## src/rtl/sbis_pkg.sv

```systemverilog
// Package: shared types and constants of the sorted bucket index store.
`default_nettype none
package sbis_pkg;

   localparam int HASH_BITS = 32;

   typedef enum logic [2:0] {
      ST_FOUND    = 3'd0,
      ST_MISSING  = 3'd1,
      ST_INSERTED = 3'd2,
      ST_UPDATED  = 3'd3,
      ST_FULL     = 3'd4,
      ST_RANGE    = 3'd5
   } status_type;

   typedef enum logic [0:0] {
      CSR_DIVISOR = 1'b0,
      CSR_LIMIT   = 1'b1
   } csr_index_type;

   typedef struct packed {
      logic        mode;
      logic [63:0] score_top;
      logic [63:0] score_mid;
      logic [31:0] score_tail;
      logic [7:0]  entry_type;
      logic [63:0] entry_addr;
      logic [15:0] entry_size;
      logic [7:0]  entry_blocks;
   } req_type;

   typedef struct packed {
      logic [2:0]  status;
      logic [63:0] found_addr;
      logic [15:0] found_size;
      logic [7:0]  found_blocks;
      logic [7:0]  bucket_number;
      logic [6:0]  slot_position;
   } rsp_type;

   // Divider handshake bundle
   typedef struct packed {
      logic        start;
      logic [31:0] dividend;
      logic [31:0] divisor;
   } div_req_type;

   typedef struct packed {
      logic        done;
      logic [31:0] quotient;
   } div_rsp_type;

endpackage
`default_nettype wire

```

## src/rtl/sbis_divider.sv

```systemverilog
// Radix-2 restoring divider, one quotient bit per cycle.
`default_nettype none
module sbis_divider (
   input  wire logic                  clock,
   input  wire logic                  reset,
   input  wire sbis_pkg::div_req_type div_req,
   output sbis_pkg::div_rsp_type      div_rsp
);
   logic [31:0] quo_ff, quo_in;
   logic [32:0] rem_ff, rem_in;
   logic [31:0] dvs_ff, dvs_in;
   logic [5:0]  cnt_ff, cnt_in;
   logic        busy_ff, busy_in;
   logic        done_ff, done_in;
   logic [32:0] trial;

   always_comb begin
      quo_in  = quo_ff;
      rem_in  = rem_ff;
      dvs_in  = dvs_ff;
      cnt_in  = cnt_ff;
      busy_in = busy_ff;
      done_in = 1'b0;
      trial   = {rem_ff[31:0], quo_ff[31]} - {1'b0, dvs_ff};
      if (div_req.start) begin
         quo_in  = div_req.dividend;
         rem_in  = '0;
         dvs_in  = (div_req.divisor == '0) ? 32'd1 : div_req.divisor;
         cnt_in  = 6'd32;
         busy_in = 1'b1;
      end else if (busy_ff) begin
         // shift one bit, subtract if it fits
         if (!trial[32]) begin
            rem_in = trial;
            quo_in = {quo_ff[30:0], 1'b1};
         end else begin
            rem_in = {rem_ff[31:0], quo_ff[31]};
            quo_in = {quo_ff[30:0], 1'b0};
         end
         cnt_in = cnt_ff - 6'd1;
         if (cnt_ff == 6'd1) begin
            busy_in = 1'b0;
            done_in = 1'b1;
         end
      end
   end

   always_ff @(posedge clock) begin
      if (reset) begin
         busy_ff <= 1'b0;
         done_ff <= 1'b0;
         cnt_ff  <= '0;
      end else begin
         busy_ff <= busy_in;
         done_ff <= done_in;
         cnt_ff  <= cnt_in;
      end
      quo_ff <= quo_in;
      rem_ff <= rem_in;
      dvs_ff <= dvs_in;
   end

   assign div_rsp.done     = done_ff;
   assign div_rsp.quotient = quo_ff;
endmodule
`default_nettype wire

```

## config.mk

```make
export PLATFORM = sky130hd
export DESIGN_NAME = sbis_divider
export DESIGN_NICKNAME = d
export VERILOG_FILES = /design/src/rtl/sbis_pkg.sv /design/src/rtl/sbis_divider.sv
export SDC_FILE = /design/constraint.sdc
export NUM_CORES = 1
export LEC_CHECK = 0
export BUFFER_PORTS_ARGS = -buffer_cell sky130_fd_sc_hd__buf_2
export CAP_MARGIN = 15
export CORE_MARGIN = 3
export CORE_UTILIZATION = 63
export CTS_BUF_LIST = sky130_fd_sc_hd__clkbuf_8
export DETAILED_ROUTE_END_ITERATION = 16
export MAX_ROUTING_LAYER = met4
export PLACE_DENSITY = 0.95
export SLEW_MARGIN = 20
export SYNTH_ARGS = -nofsm -noshare
export SYNTH_HDL_FRONTEND = slang
export SYNTH_SLANG_ARGS = --single-unit
```

## constraint.sdc

```tcl
create_clock -name clock -period 5.05 [get_ports clock]
set_input_delay 0.505 -clock clock [delete_from_list [all_inputs] [get_ports clock]]
set_output_delay 0.505 -clock clock [all_outputs]
set_load 0.05 [all_outputs]
```

After elaboration in Yosys (flattened, before gate mapping)
Cells that the tools add are included.
- add/sub/neg operators: 2
- equality and inequality tests: 1
- multiplexer cells: 10
- bitwise logic cells: 1
- reductions and logical operators: 4
- operators with widths (operator ; count):
    $mux W32 ; 3
    $sub A33 B32 Y33 ; 1
    $logic_not A32 Y1 ; 1
    $mux W6 ; 2
    $eq A6 B1 Y1 const B ; 1
    $sub A6 B1 Y6 const B ; 1
    $mux W1 ; 5
    $reduce_or A3 Y1 ; 1
    $reduce_bool A2 Y1 ; 1
    $reduce_or A2 Y1 ; 1
    $not A1 Y1 ; 1
- register bits after elaboration: 104
- input bits: 67
- output and inout port bits: 33

Longest topological paths before layout
Gate-level depths: netlist of the first run.
- word-level depth: 4
- depth in mapped cells: 14

Worst setup path after synthesis of the first run
No wires, ideal clock.
- kind: reg-to-reg
- from: register quo_ff[31]
- to: register rem_ff[10]
- data arrival time: 3.210 ns
- path slack: 1.749 ns
- cell stages (with the launch flop): 15
- path buffers: 1
- path through: edfxtp_1 -> inv_1 -> ha_1 -> fa_1 -> nand2b_1 -> a21oi_1 -> o21bai_1 -> nand2_1 -> a41oi_1 -> a21oi_2 -> a41o_4 -> xor2_4 -> buf_2 -> nand2_1 -> a311oi_1
- cells in the longest elaborated chain, start to end: 2
- ends and longest elaborated chain (element ; RTL line ; RTL):
    start, declared ; sbis_divider.sv:9 ; logic [31:0] quo_ff, quo_in;
    start signal, assigned ; sbis_divider.sv:58 ; quo_ff <= quo_in;
    $sub A33 B32 Y33 ; sbis_divider.sv:24 ; trial = {rem_ff[31:0], quo_ff[31]} - {1'b0, dvs_ff};
    $mux W32 ; sbis_divider.sv:33 ; if (!trial[32]) begin
    end signal, assigned ; sbis_divider.sv:59 ; rem_ff <= rem_in;
    end, declared ; sbis_divider.sv:10 ; logic [32:0] rem_ff, rem_in;
Every way passes these cells.
A chain may end at the register's enable or synchronous reset.

Worst setup path in the final report of the first run
- from: register quo_ff[31]
- to: register rem_ff[24]
The elaborated chain is that of the path after synthesis.

==> results of run 1 <==
power groups by stage:
stage	clock network, W	logic (W)	registers [W]
final	0.000518	0.000623	0.00104
after global routing	0.000541	0.000669	0.00105
after CTS	0.000509	0.000610	0.00104
after detailed placement	0	0.000595	0.00105
after global placement	0	0.000570	0.00105
after floorplan	0	0.000366	0.00113
metal layers:
metal / global-route usage / routed length, um
met3: 0.0636 / 1540
met4: 0.156 / 894
met2: 0.510 / 7760
met1: 0.355 / 5880
met5: - / 0
synthesized netlist by cell type, drive strengths merged, types with 5 or more instances:
cell,n
a211oi,5
a21o,10
a21oi,29
a311oi,21
and3,7
buf,7
clkbuf,50
dfxtp,40
edfxtp,64
ha,34
inv,45
mux2,31
nand2,67
nand2b,5
nand3,21
nand4,5
nor2,48
nor3,7
nor4,8
o21a,6
o21ai,22
o21bai,6
xnor2,23
xor2,9
kinds of logic after synthesis:
kind of cell | count (synthesis)
muxes | 32
buffers and inverters | 102
AOI/OAI and AO/OA | 133
DFF | 104
adders and majority gates | 35
and+or+nand+nor | 185
xor gates and xnor gates | 32
through the flow:
| stage | instances | area (sq um) | util | power (W) | hold WS [ps] |
|---|---|---|---|---|---|
| floorplan | 623 | 6030 | - | 0.00150 | 453 |
| global placement | 797 | 6490 | 0.699 | 0.00162 | 473 |
| detailed placement | 797 | 6490 | 0.699 | 0.00165 | 490 |
| CTS | 813 | 6670 | 0.718 | 0.00216 | 300 |
| global route | 813 | 6670 | 0.719 | 0.00226 | 290 |
| finish | 813 | 6670 | 0.719 | 0.00218 | 297 |
cell type report:
type                    count  area [sq um]  area share
clock inverters             7          58.8     0.00881
flip-flops and latches    104          2720       0.408
clock buffers               9           124      0.0186
well taps                 129           161      0.0242
repair buffers            102           520      0.0780
inverters                  45           169      0.0253
multi-input cells         417          2920       0.437
worst max-delay path by stage:
| stage | cells past startpoint | from | end | slack (ps) |
|---|---|---|---|---|
| 6_report | 13 | quo_ff[31] | rem_ff[24] | 1120 |
| 5_1_grt | 13 | quo_ff[31] | rem_ff[24] | 890 |
| 4_1_cts | 13 | quo_ff[31] | rem_ff[24] | 1210 |
| 3_5_place_dp | 13 | quo_ff[31] | rem_ff[15] | 1340 |
| 3_3_place_gp | 13 | quo_ff[31] | rem_ff[15] | 1520 |
| 2_1_floorplan | 14 | quo_ff[31] | rem_ff[10] | 1750 |
flip-flops by register name (all words and copies together) (netlist names):
register	flops
dvs_ff	32
rem_ff	32
quo_ff	32
cnt_ff	6
done_ff	1
busy_ff	1
==> impl_metrics.env, run 1 <==
export IMPL_startpoint_type="flip-flop"
export IMPL_vias_per_cell=6.44
export IMPL_grt_overflow=0
export IMPL_ioPinCount=100
export IMPL_rr_endpoint="rem_ff[24]"
export IMPL_row_count=35
export IMPL_clk_latency_ps=390
export IMPL_drv_cap=0
export IMPL_synth_fp_nets=725
export IMPL_drc=0
export IMPL_avgSynthCellArea_sq_um=9.68
export IMPL_min_to="busy_ff"
export IMPL_regToRegSetupSlack_ps=1120
export IMPL_synthFlopType="edfxtp_1"
export IMPL_cp_num_buf_inv=1
export IMPL_port_buffers=99
export IMPL_seqPwrFrac=0.476
export IMPL_netlist_instances=623
export IMPL_antennaDiodeCount=0
export IMPL_p_sw_w=0.000786
export IMPL_period_minus_slack_ps=3930
export IMPL_grt_pass1_vias=5182
export IMPL_layout_common_cells="98 x buf_2, 66 x nand2_1, 64 x edfxtp_1"
export IMPL_cp_arrival_ps=4190
export IMPL_worst_pin_slew_ps=1040
export IMPL_cts_resized=0
export IMPL_swShare=0.360
export IMPL_cts_root_buffer_cell="clkbuf_8"
export IMPL_setup_viol=0
export IMPL_finClkSkew_ps=14.4
export IMPL_cts_tree="done"
export IMPL_synth_distinct_cells=59
export IMPL_synthAdderAreaFrac=0.0739
export IMPL_r2r_start="quo_ff[31]"
export IMPL_routedWlPerCell_um=19.8
export IMPL_cp_common_cell="nand2_1"
export IMPL_yosys_area_top_type="edfxtp_1"
export IMPL_finalWirelength_um=16100
export IMPL_p_clk_frac=0.238
export IMPL_slew_limit_headroom=0.307
export IMPL_fin_ws_ps=1120
export IMPL_rsz0062_at_grt="no"
export IMPL_drive_above_1_share=0.237
export IMPL_worstSetupPathType="flip-flop to flip-flop"
export IMPL_synth_xor_area_share=0.0527
export IMPL_tns_ps=0
export IMPL_cts_sinks=104
export IMPL_first_pass_iters=6
export IMPL_maxSlewViolCount=0
export IMPL_dieHeight_um=104
export IMPL_core_area_sq_mm=0.00928
export IMPL_p_leak_nw=2.83
export IMPL_place_congestion=1.03
export IMPL_endpoint_kind="flip-flop"
export IMPL_cts_reportedPaths_clkPinSlew_ps=110
export IMPL_pre_cts_ws_ps=1340
export IMPL_synth_top_family_by_area="compound AO/OA/AOI/OAI gates"
export IMPL_synth_edf_count=64
export IMPL_hold_path_class="primary input to flip-flop"
export IMPL_min_path_cells=2
export IMPL_yosys_mux_area_fraction=0.0596
export IMPL_timing_final_crit_share=0.778
export IMPL_slowest_stage="xor2_4"
export IMPL_crit_path_max_fanout=27
export IMPL_grt_antenna_before_repair=0
export IMPL_yosys_warnings=0
export IMPL_clock_fmax_ghz=0.254
export IMPL_vias=5232
export IMPL_synth_ff_latch_count=104
export IMPL_grt_use_total=0.308
export IMPL_dieArea_sq_mm=0.0108
export IMPL_synth_compound_area_share=0.156
export IMPL_fillerInstances=587
export IMPL_ir_drop_mv=0.224
export IMPL_critPathTopFamily="compound AO/OA/AOI/OAI gates"
export IMPL_worstPathRequired_ps=5310
export IMPL_grt_pass1_wl_um=26000
export IMPL_intPower_w=0.00139
export IMPL_hold_viol=0
export IMPL_drtIter0Drc=665
export IMPL_holdBufCountCts=0
export IMPL_dpl_hpwl_um=10600
export IMPL_synth_area_sq_mm=0.00603
export IMPL_die_w_um=104
export IMPL_clockBufferDepth=2
export IMPL_htreeDepth=3
export IMPL_postCtsSetupRepairBufs=0
export IMPL_area_growth_pct=10.7
export IMPL_reg2reg_depth=13
export IMPL_num_nets_final=781
export IMPL_synth_simple_area_share=0.141
export IMPL_cts_buffers=9
export IMPL_grt_max_degree=73
export IMPL_path_cells="inv_1 -> ha_1 -> fa_1 -> nand2b_1 -> a21oi_1 -> o21bai_1 -> nand2_1 -> a41oi_1 -> a21oi_2 -> a41o_4 -> xor2_4 -> nand2_1 -> a311oi_1"
export IMPL_ant_nets=0
export IMPL_outcome="completed"
export IMPL_initial_core_util=0.649
export IMPL_power_combinational_fraction=0.286
export IMPL_async_reset_ff_frac=0
export IMPL_synth_top_area_share=0.319
export IMPL_min_from="reset"
export IMPL_synthTopCellsByArea="edfxtp_1 32%, dfxtp_1 13%, ha_1 7.1%, mux2_2 5.8%, nand2_1 4.1%"
export IMPL_p_per_area_mw_per_mm2=327
export IMPL_ys_seq_area_frac=0.452
export IMPL_critPathMaxStageDelay_ps=680
export IMPL_final_common_cell="buf_2"
Power figures use the tool's default switching activity.
==> run 2, diff against run 1 <==
--- a/config.mk
+++ b/config.mk
@@ -8,11 +8,11 @@
 export BUFFER_PORTS_ARGS = -buffer_cell sky130_fd_sc_hd__buf_2
 export CAP_MARGIN = 15
 export CORE_MARGIN = 3
-export CORE_UTILIZATION = 63
+export CORE_UTILIZATION = 59
 export CTS_BUF_LIST = sky130_fd_sc_hd__clkbuf_8
 export DETAILED_ROUTE_END_ITERATION = 16
 export MAX_ROUTING_LAYER = met4
-export PLACE_DENSITY = 0.95
+export PLACE_DENSITY = 0.9
 export SLEW_MARGIN = 20
 export SYNTH_ARGS = -nofsm -noshare
 export SYNTH_HDL_FRONTEND = slang
==> constraint.sdc (replaced) <==
create_clock -name clock -period 3.64 [get_ports clock]
set_input_delay 0.364 -clock clock [delete_from_list [all_inputs] [get_ports clock]]
set_output_delay 0.364 -clock clock [all_outputs]
set_load 0.05 [all_outputs]
==> impl_metrics.env, run 2 (synthesis gave the netlist of run 1 again) <==
export IMPL_outcome="completed"
export IMPL_worstSetupPathType="flip-flop to flip-flop"
export IMPL_total_power_w=0.00310
export IMPL_slew_limit_headroom=0.426
export IMPL_ant_nets=0
export IMPL_timing_final_crit_share=0.933
export IMPL_slowest_stage="edfxtp_1"
export IMPL_area_growth_pct=13.1
export IMPL_grt_overflow=0
export IMPL_finalWirelength_um=14000
export IMPL_setup_viol=0
export IMPL_grt_use_total=0.251
export IMPL_holdBufCountCts=0
export IMPL_fillerInstances=732
export IMPL_intPower_w=0.00203
export IMPL_drc=0
export IMPL_rr_endpoint="rem_ff[19]"
export IMPL_first_pass_iters=7
export IMPL_p_clk_frac=0.256
export IMPL_cp_common_cell="a21oi_2"
export IMPL_routedWlPerCell_um=16.9
export IMPL_hold_viol=0
export IMPL_cp_arrival_ps=3680
export IMPL_layout_common_cells="98 x buf_2, 66 x nand2_1, 64 x edfxtp_1"
export IMPL_worstPathRequired_ps=3920
export IMPL_min_to="busy_ff"
export IMPL_ioPinCount=100
export IMPL_dpl_hpwl_um=10000
export IMPL_rsz0062_at_grt="no"
export IMPL_antennaDiodeCount=0
export IMPL_min_from="reset"
export IMPL_startpoint_type="flip-flop"
export IMPL_final_common_cell="buf_2"
export IMPL_fin_util=0.691
export IMPL_drv_cap=0
export IMPL_clock_fmax_ghz=0.294
export IMPL_vias_per_cell=6.04
export IMPL_path_cells="inv_1 -> ha_1 -> fa_1 -> nand2b_1 -> a21oi_2 -> o21bai_1 -> nand2_1 -> a41oi_1 -> a21oi_2 -> a41o_4 -> xnor2_4 -> or3_1 -> a311oi_1"
export IMPL_place_congestion=0.960
export IMPL_swShare=0.344
export IMPL_p_per_area_mw_per_mm2=454
export IMPL_htreeDepth=3
export IMPL_row_count=36
export IMPL_p_leak_nw=2.89
export IMPL_dieHeight_um=107
export IMPL_cts_reportedPaths_clkPinSlew_ps=110
export IMPL_regToRegSetupSlack_ps=240
export IMPL_port_buffers=99
export IMPL_endpoint_kind="flip-flop"
export IMPL_p_sw_w=0.00107
export IMPL_tns_ps=0
export IMPL_seqPwrFrac=0.462
export IMPL_cts_sinks=104
export IMPL_r2r_start="quo_ff[31]"
export IMPL_die_w_um=107
export IMPL_finClkSkew_ps=16.9
export IMPL_clockBufferDepth=2
export IMPL_drive_above_1_share=0.246
export IMPL_reg2reg_depth=13
export IMPL_power_combinational_fraction=0.281
export IMPL_grt_pass1_vias=4813
export IMPL_regArea_sq_mm=0.00272
export IMPL_period_minus_slack_ps=3400
export IMPL_grt_max_degree=58
export IMPL_clk_latency_ps=380
export IMPL_critPathMaxStageDelay_ps=410
export IMPL_grt_antenna_before_repair=0
export IMPL_cts_root_buffer_cell="clkbuf_8"
export IMPL_cts_tree="done"
export IMPL_reg_top3="dvs_ff x32, quo_ff x32, rem_ff x32"
export IMPL_vias=4979
export IMPL_dieArea_sq_mm=0.0115
export IMPL_worst_pin_slew_ps=857
export IMPL_cts_buffers=9
export IMPL_drtIter0Drc=382
export IMPL_crit_path_max_fanout=9
export IMPL_ir_drop_mv=0.306
export IMPL_maxSlewViolCount=0
export IMPL_hold_path_class="primary input to flip-flop"
export IMPL_grt_pass1_wl_um=22500
export IMPL_num_nets_final=789
export IMPL_initial_core_util=0.611
export IMPL_min_path_cells=2
export IMPL_multi_input_area_sq_mm=0.00296
export IMPL_core_area_sq_mm=0.00986
run 2: cell types whose count changed in the layout (fill, tap and decap cells not counted), sizes merged:
cell,change
xnor2,+2
buf,+6
inv,-1
bufinv,+1
run 2: area by class of cell:
class | count | area share
Clock buffer | 9 | 0.0182
Timing Repair Buffer | 108 | 0.0848
Clock inverter | 7 | 0.0141
Sequential cell | 104 | 0.399
Inverter | 45 | 0.0248
Multi-Input combinational cell | 419 | 0.435
Tap cell | 133 | 0.0244
run 2: what timing repair did:
action                     4_1_cts  5_1_grt
gates resized for setup          0        2
setup buffers                    0        4
gates cloned                     1        1
pin swaps                        1        2
setup endpoints to repair        1       33
run 2: per-layer routing:
| metal | global-route usage | part of all wire | wire length, um |
|---|---|---|---|
| met4 | 0.0904 | 0.036 | 509 |
| met3 | 0.0488 | 0.063 | 885 |
| met5 | - | 0 | 0 |
| met1 | 0.310 | 0.40 | 5650 |
| met2 | 0.413 | 0.50 | 6920 |
run 2: power groups by stage:
stage | registers (W) | clock network (W) | logic (W)
final | 0.00143 | 0.000794 | 0.000871
after global routing | 0.00144 | 0.000853 | 0.000945
after CTS | 0.00143 | 0.000806 | 0.000835
after detailed placement | 0.00145 | 0 | 0.000827
after global placement | 0.00145 | 0 | 0.000795
after floorplan | 0.00157 | 0 | 0.000508
run 2: worst max path at each step:
stage                          start    endpoint  slack [ps]  depth (start not counted)
after global routing      quo_ff[31]  rem_ff[28]          30                         14
final                     quo_ff[31]  rem_ff[19]         240                         13
after CTS                 quo_ff[31]   rem_ff[5]          50                         13
after detailed placement  quo_ff[31]  rem_ff[28]          80                         13
after global placement    quo_ff[31]   rem_ff[5]         300                         13
after floorplan           quo_ff[31]  rem_ff[10]         340                         14
run 2: critical path: cells and delay by family, from the launching register on:
family	cells	cell delay (ps)
AOI/OAI and AO/OA	6	1340
adders and majority gates	2	600
xor gates and xnor gates	1	160
and+or+nand+nor	3	720
DFF	1	410
buffers and inverters	1	60
run 2: stage by stage:
step	setup WS (ps)	area, sq um	hold WS (ps)	std cells
after global placement	302	6510	472	803
after CTS	51.5	6740	144	820
after global routing	27.5	6820	138	825
final	244	6820	155	825
after floorplan	339	6030	436	623
after detailed placement	75.9	6510	491	803
==> run 3, diff against run 2 <==
--- a/config.mk
+++ b/config.mk
@@ -8,11 +8,10 @@
 export BUFFER_PORTS_ARGS = -buffer_cell sky130_fd_sc_hd__buf_2
 export CAP_MARGIN = 15
 export CORE_MARGIN = 3
-export CORE_UTILIZATION = 59
-export CTS_BUF_LIST = sky130_fd_sc_hd__clkbuf_8
+export CORE_UTILIZATION = 57
 export DETAILED_ROUTE_END_ITERATION = 16
 export MAX_ROUTING_LAYER = met4
-export PLACE_DENSITY = 0.9
+export PLACE_DENSITY = 0.88
 export SLEW_MARGIN = 20
 export SYNTH_ARGS = -nofsm -noshare
 export SYNTH_HDL_FRONTEND = slang
==> impl_metrics.env, run 3 (synthesis gave the netlist of run 1 again) <==
export IMPL_grt_busiest_layer="met2"
export IMPL_maxSlewViolCount=0
export IMPL_total_power_w=0.00296
export IMPL_worstSetupPathType="flip-flop to flip-flop"
export IMPL_area_growth_pct=11.8
export IMPL_outcome="completed"
export IMPL_grt_pass1_wl_um=21900
export IMPL_clk_latency_ps=390
export IMPL_vias_per_cell=5.95
export IMPL_setup_viol=0
export IMPL_finClkSkew_ps=18.4
export IMPL_ir_drop_mv=0.367
export IMPL_crit_path_max_fanout=18
export IMPL_htreeDepth=3
export IMPL_timing_final_crit_share=0.946
export IMPL_final_common_cell="buf_2"
export IMPL_startpoint="quo_ff[31]"
export IMPL_cts_sinks=104
export IMPL_cts_tree="done"
export IMPL_worstPathRequired_ps=3930
export IMPL_period_minus_slack_ps=3440
export IMPL_reg_top3="dvs_ff x32, quo_ff x32, rem_ff x32"
export IMPL_antennaDiodeCount=0
export IMPL_place_congestion=0.949
export IMPL_startpoint_type="flip-flop"
export IMPL_first_pass_iters=6
export IMPL_cts_buffers=9
export IMPL_min_from="reset"
export IMPL_worst_pin_slew_ps=822
export IMPL_endpoint_kind="flip-flop"
export IMPL_grt_pass1_vias=4708
export IMPL_routedWlPerCell_um=16.7
export IMPL_ant_nets=0
export IMPL_vias=4906
export IMPL_use_met1=0.284
export IMPL_cp_arrival_ps=3740
export IMPL_slew_limit_headroom=0.450
export IMPL_hold_path_class="primary input to flip-flop"
export IMPL_dieArea_sq_mm=0.0118
export IMPL_die_w_um=109
export IMPL_layout_common_cells="98 x buf_2, 66 x nand2_1, 64 x edfxtp_1"
export IMPL_holdBufCountCts=0
export IMPL_met2_usage=0.406
export IMPL_port_buffers=99
export IMPL_grt_antenna_before_repair=0
export IMPL_drv_cap=0
export IMPL_p_leak_nw=2.85
export IMPL_dpl_hpwl_um=9800
export IMPL_grt_max_degree=60
export IMPL_num_nets_final=788
export IMPL_grt_use_met3=0.0456
export IMPL_grt_use_total=0.239
export IMPL_cts_reportedPaths_clkPinSlew_ps=110
export IMPL_clockBufferDepth=2
export IMPL_dp_cells=803
export IMPL_finalWirelength_um=13700
export IMPL_drtIter0Drc=305
export IMPL_drc=0
export IMPL_ioPinCount=100
export IMPL_cts_root_buffer_cell="clkbuf_8"
export IMPL_grt_overflow=0
export IMPL_drive_above_1_share=0.242
export IMPL_core_area_sq_mm=0.0100
export IMPL_dieHeight_um=109
export IMPL_r2r_start="quo_ff[31]"
export IMPL_row_count=36
export IMPL_p_per_area_mw_per_mm2=439
export IMPL_layout_cells_non_filler=824
export IMPL_initial_core_util=0.600
export IMPL_hold_viol=0
export IMPL_clock_fmax_ghz=0.291
==> run 3: changes by cell type in the layout (fill, tap and decap cells not counted), sizes merged <==
| cell | change |
|---|---|
| clkbuf | +2 |
| clkinv | -1 |
| clkinvlp | +2 |
| xnor2 | -1 |
| bufinv | -1 |
| inv | -2 |
==> run 3: stage by stage <==
| stage | area [sq um] | setup TNS (ps) | util | hold slack, ps | setup slack (ps) |
|---|---|---|---|---|---|
| 2_1_floorplan | 6030 | 0 | - | 436 | 339 |
| 3_3_place_gp | 6510 | 0 | 0.648 | 473 | 304 |
| 3_5_place_dp | 6510 | 0 | 0.648 | 488 | 101 |
| 4_1_cts | 6680 | 0 | 0.665 | 147 | 24.1 |
| 5_1_grt | 6740 | -21.9 | 0.671 | 156 | -10.4 |
| 6_report | 6740 | 0 | 0.671 | 154 | 198 |
==> run 3: cell type report <==
| cell class | instances | area, sq um |
|---|---|---|
| inverters | 45 | 169 |
| clock inverters | 5 | 40.0 |
| fillers | 739 | 3300 |
| repair buffers | 108 | 566 |
| well taps | 133 | 166 |
| multi-input cells | 418 | 2950 |
| flip-flops and latches | 104 | 2720 |
| clock buffers | 11 | 131 |
==> run 3: path summary, 6_finish.rpt <==
check / end / slack (ps) / cells after the start
worst max register to register: rem_ff[19] / 200 / 13
worst min register to register: rem_ff[24] / 490 / 2
worst max-delay path: rem_ff[19] / 200 / 13
worst min-delay path: cnt_ff[5] / 150 / 2
==> run 3: power by group <==
group / leakage (nW) / switching [W] / total, W / internal [W]
logic: 1.81 / 0.000540 / 0.000860 / 0.000320
registers: 0.964 / 0.0000677 / 0.00143 / 0.00137
clock network: 0.0766 / 0.000416 / 0.000670 / 0.000254
==> run 3: what timing repair did <==
| item | 4_1_cts | 5_1_grt |
|---|---|---|
| hold endpoints to repair | 0 | 0 |
| buffers inserted | 0 | 4 |
| endpoints found under the setup margin | 0 | 32 |
| resized for setup | 0 | 2 |
==> run 3: per-layer routing <==
layer,wire length (um),up-vias
met5,0,-
met4,390,0
met3,834,39
met2,6910,188
met1,5610,2333
li1,-,2346
==> run 3: critical path, cell delays in order, from the launching register on <==
cell,delay (ps)
edfxtp_1,410
inv_1,70
ha_1,220
fa_1,380
nand2b_1,200
a21oi_2,200
o21bai_1,140
nand2_1,100
a41oi_1,150
a21oi_2,200
a41o_4,340
xnor2_4,210
or3_1,450
a311oi_1,270
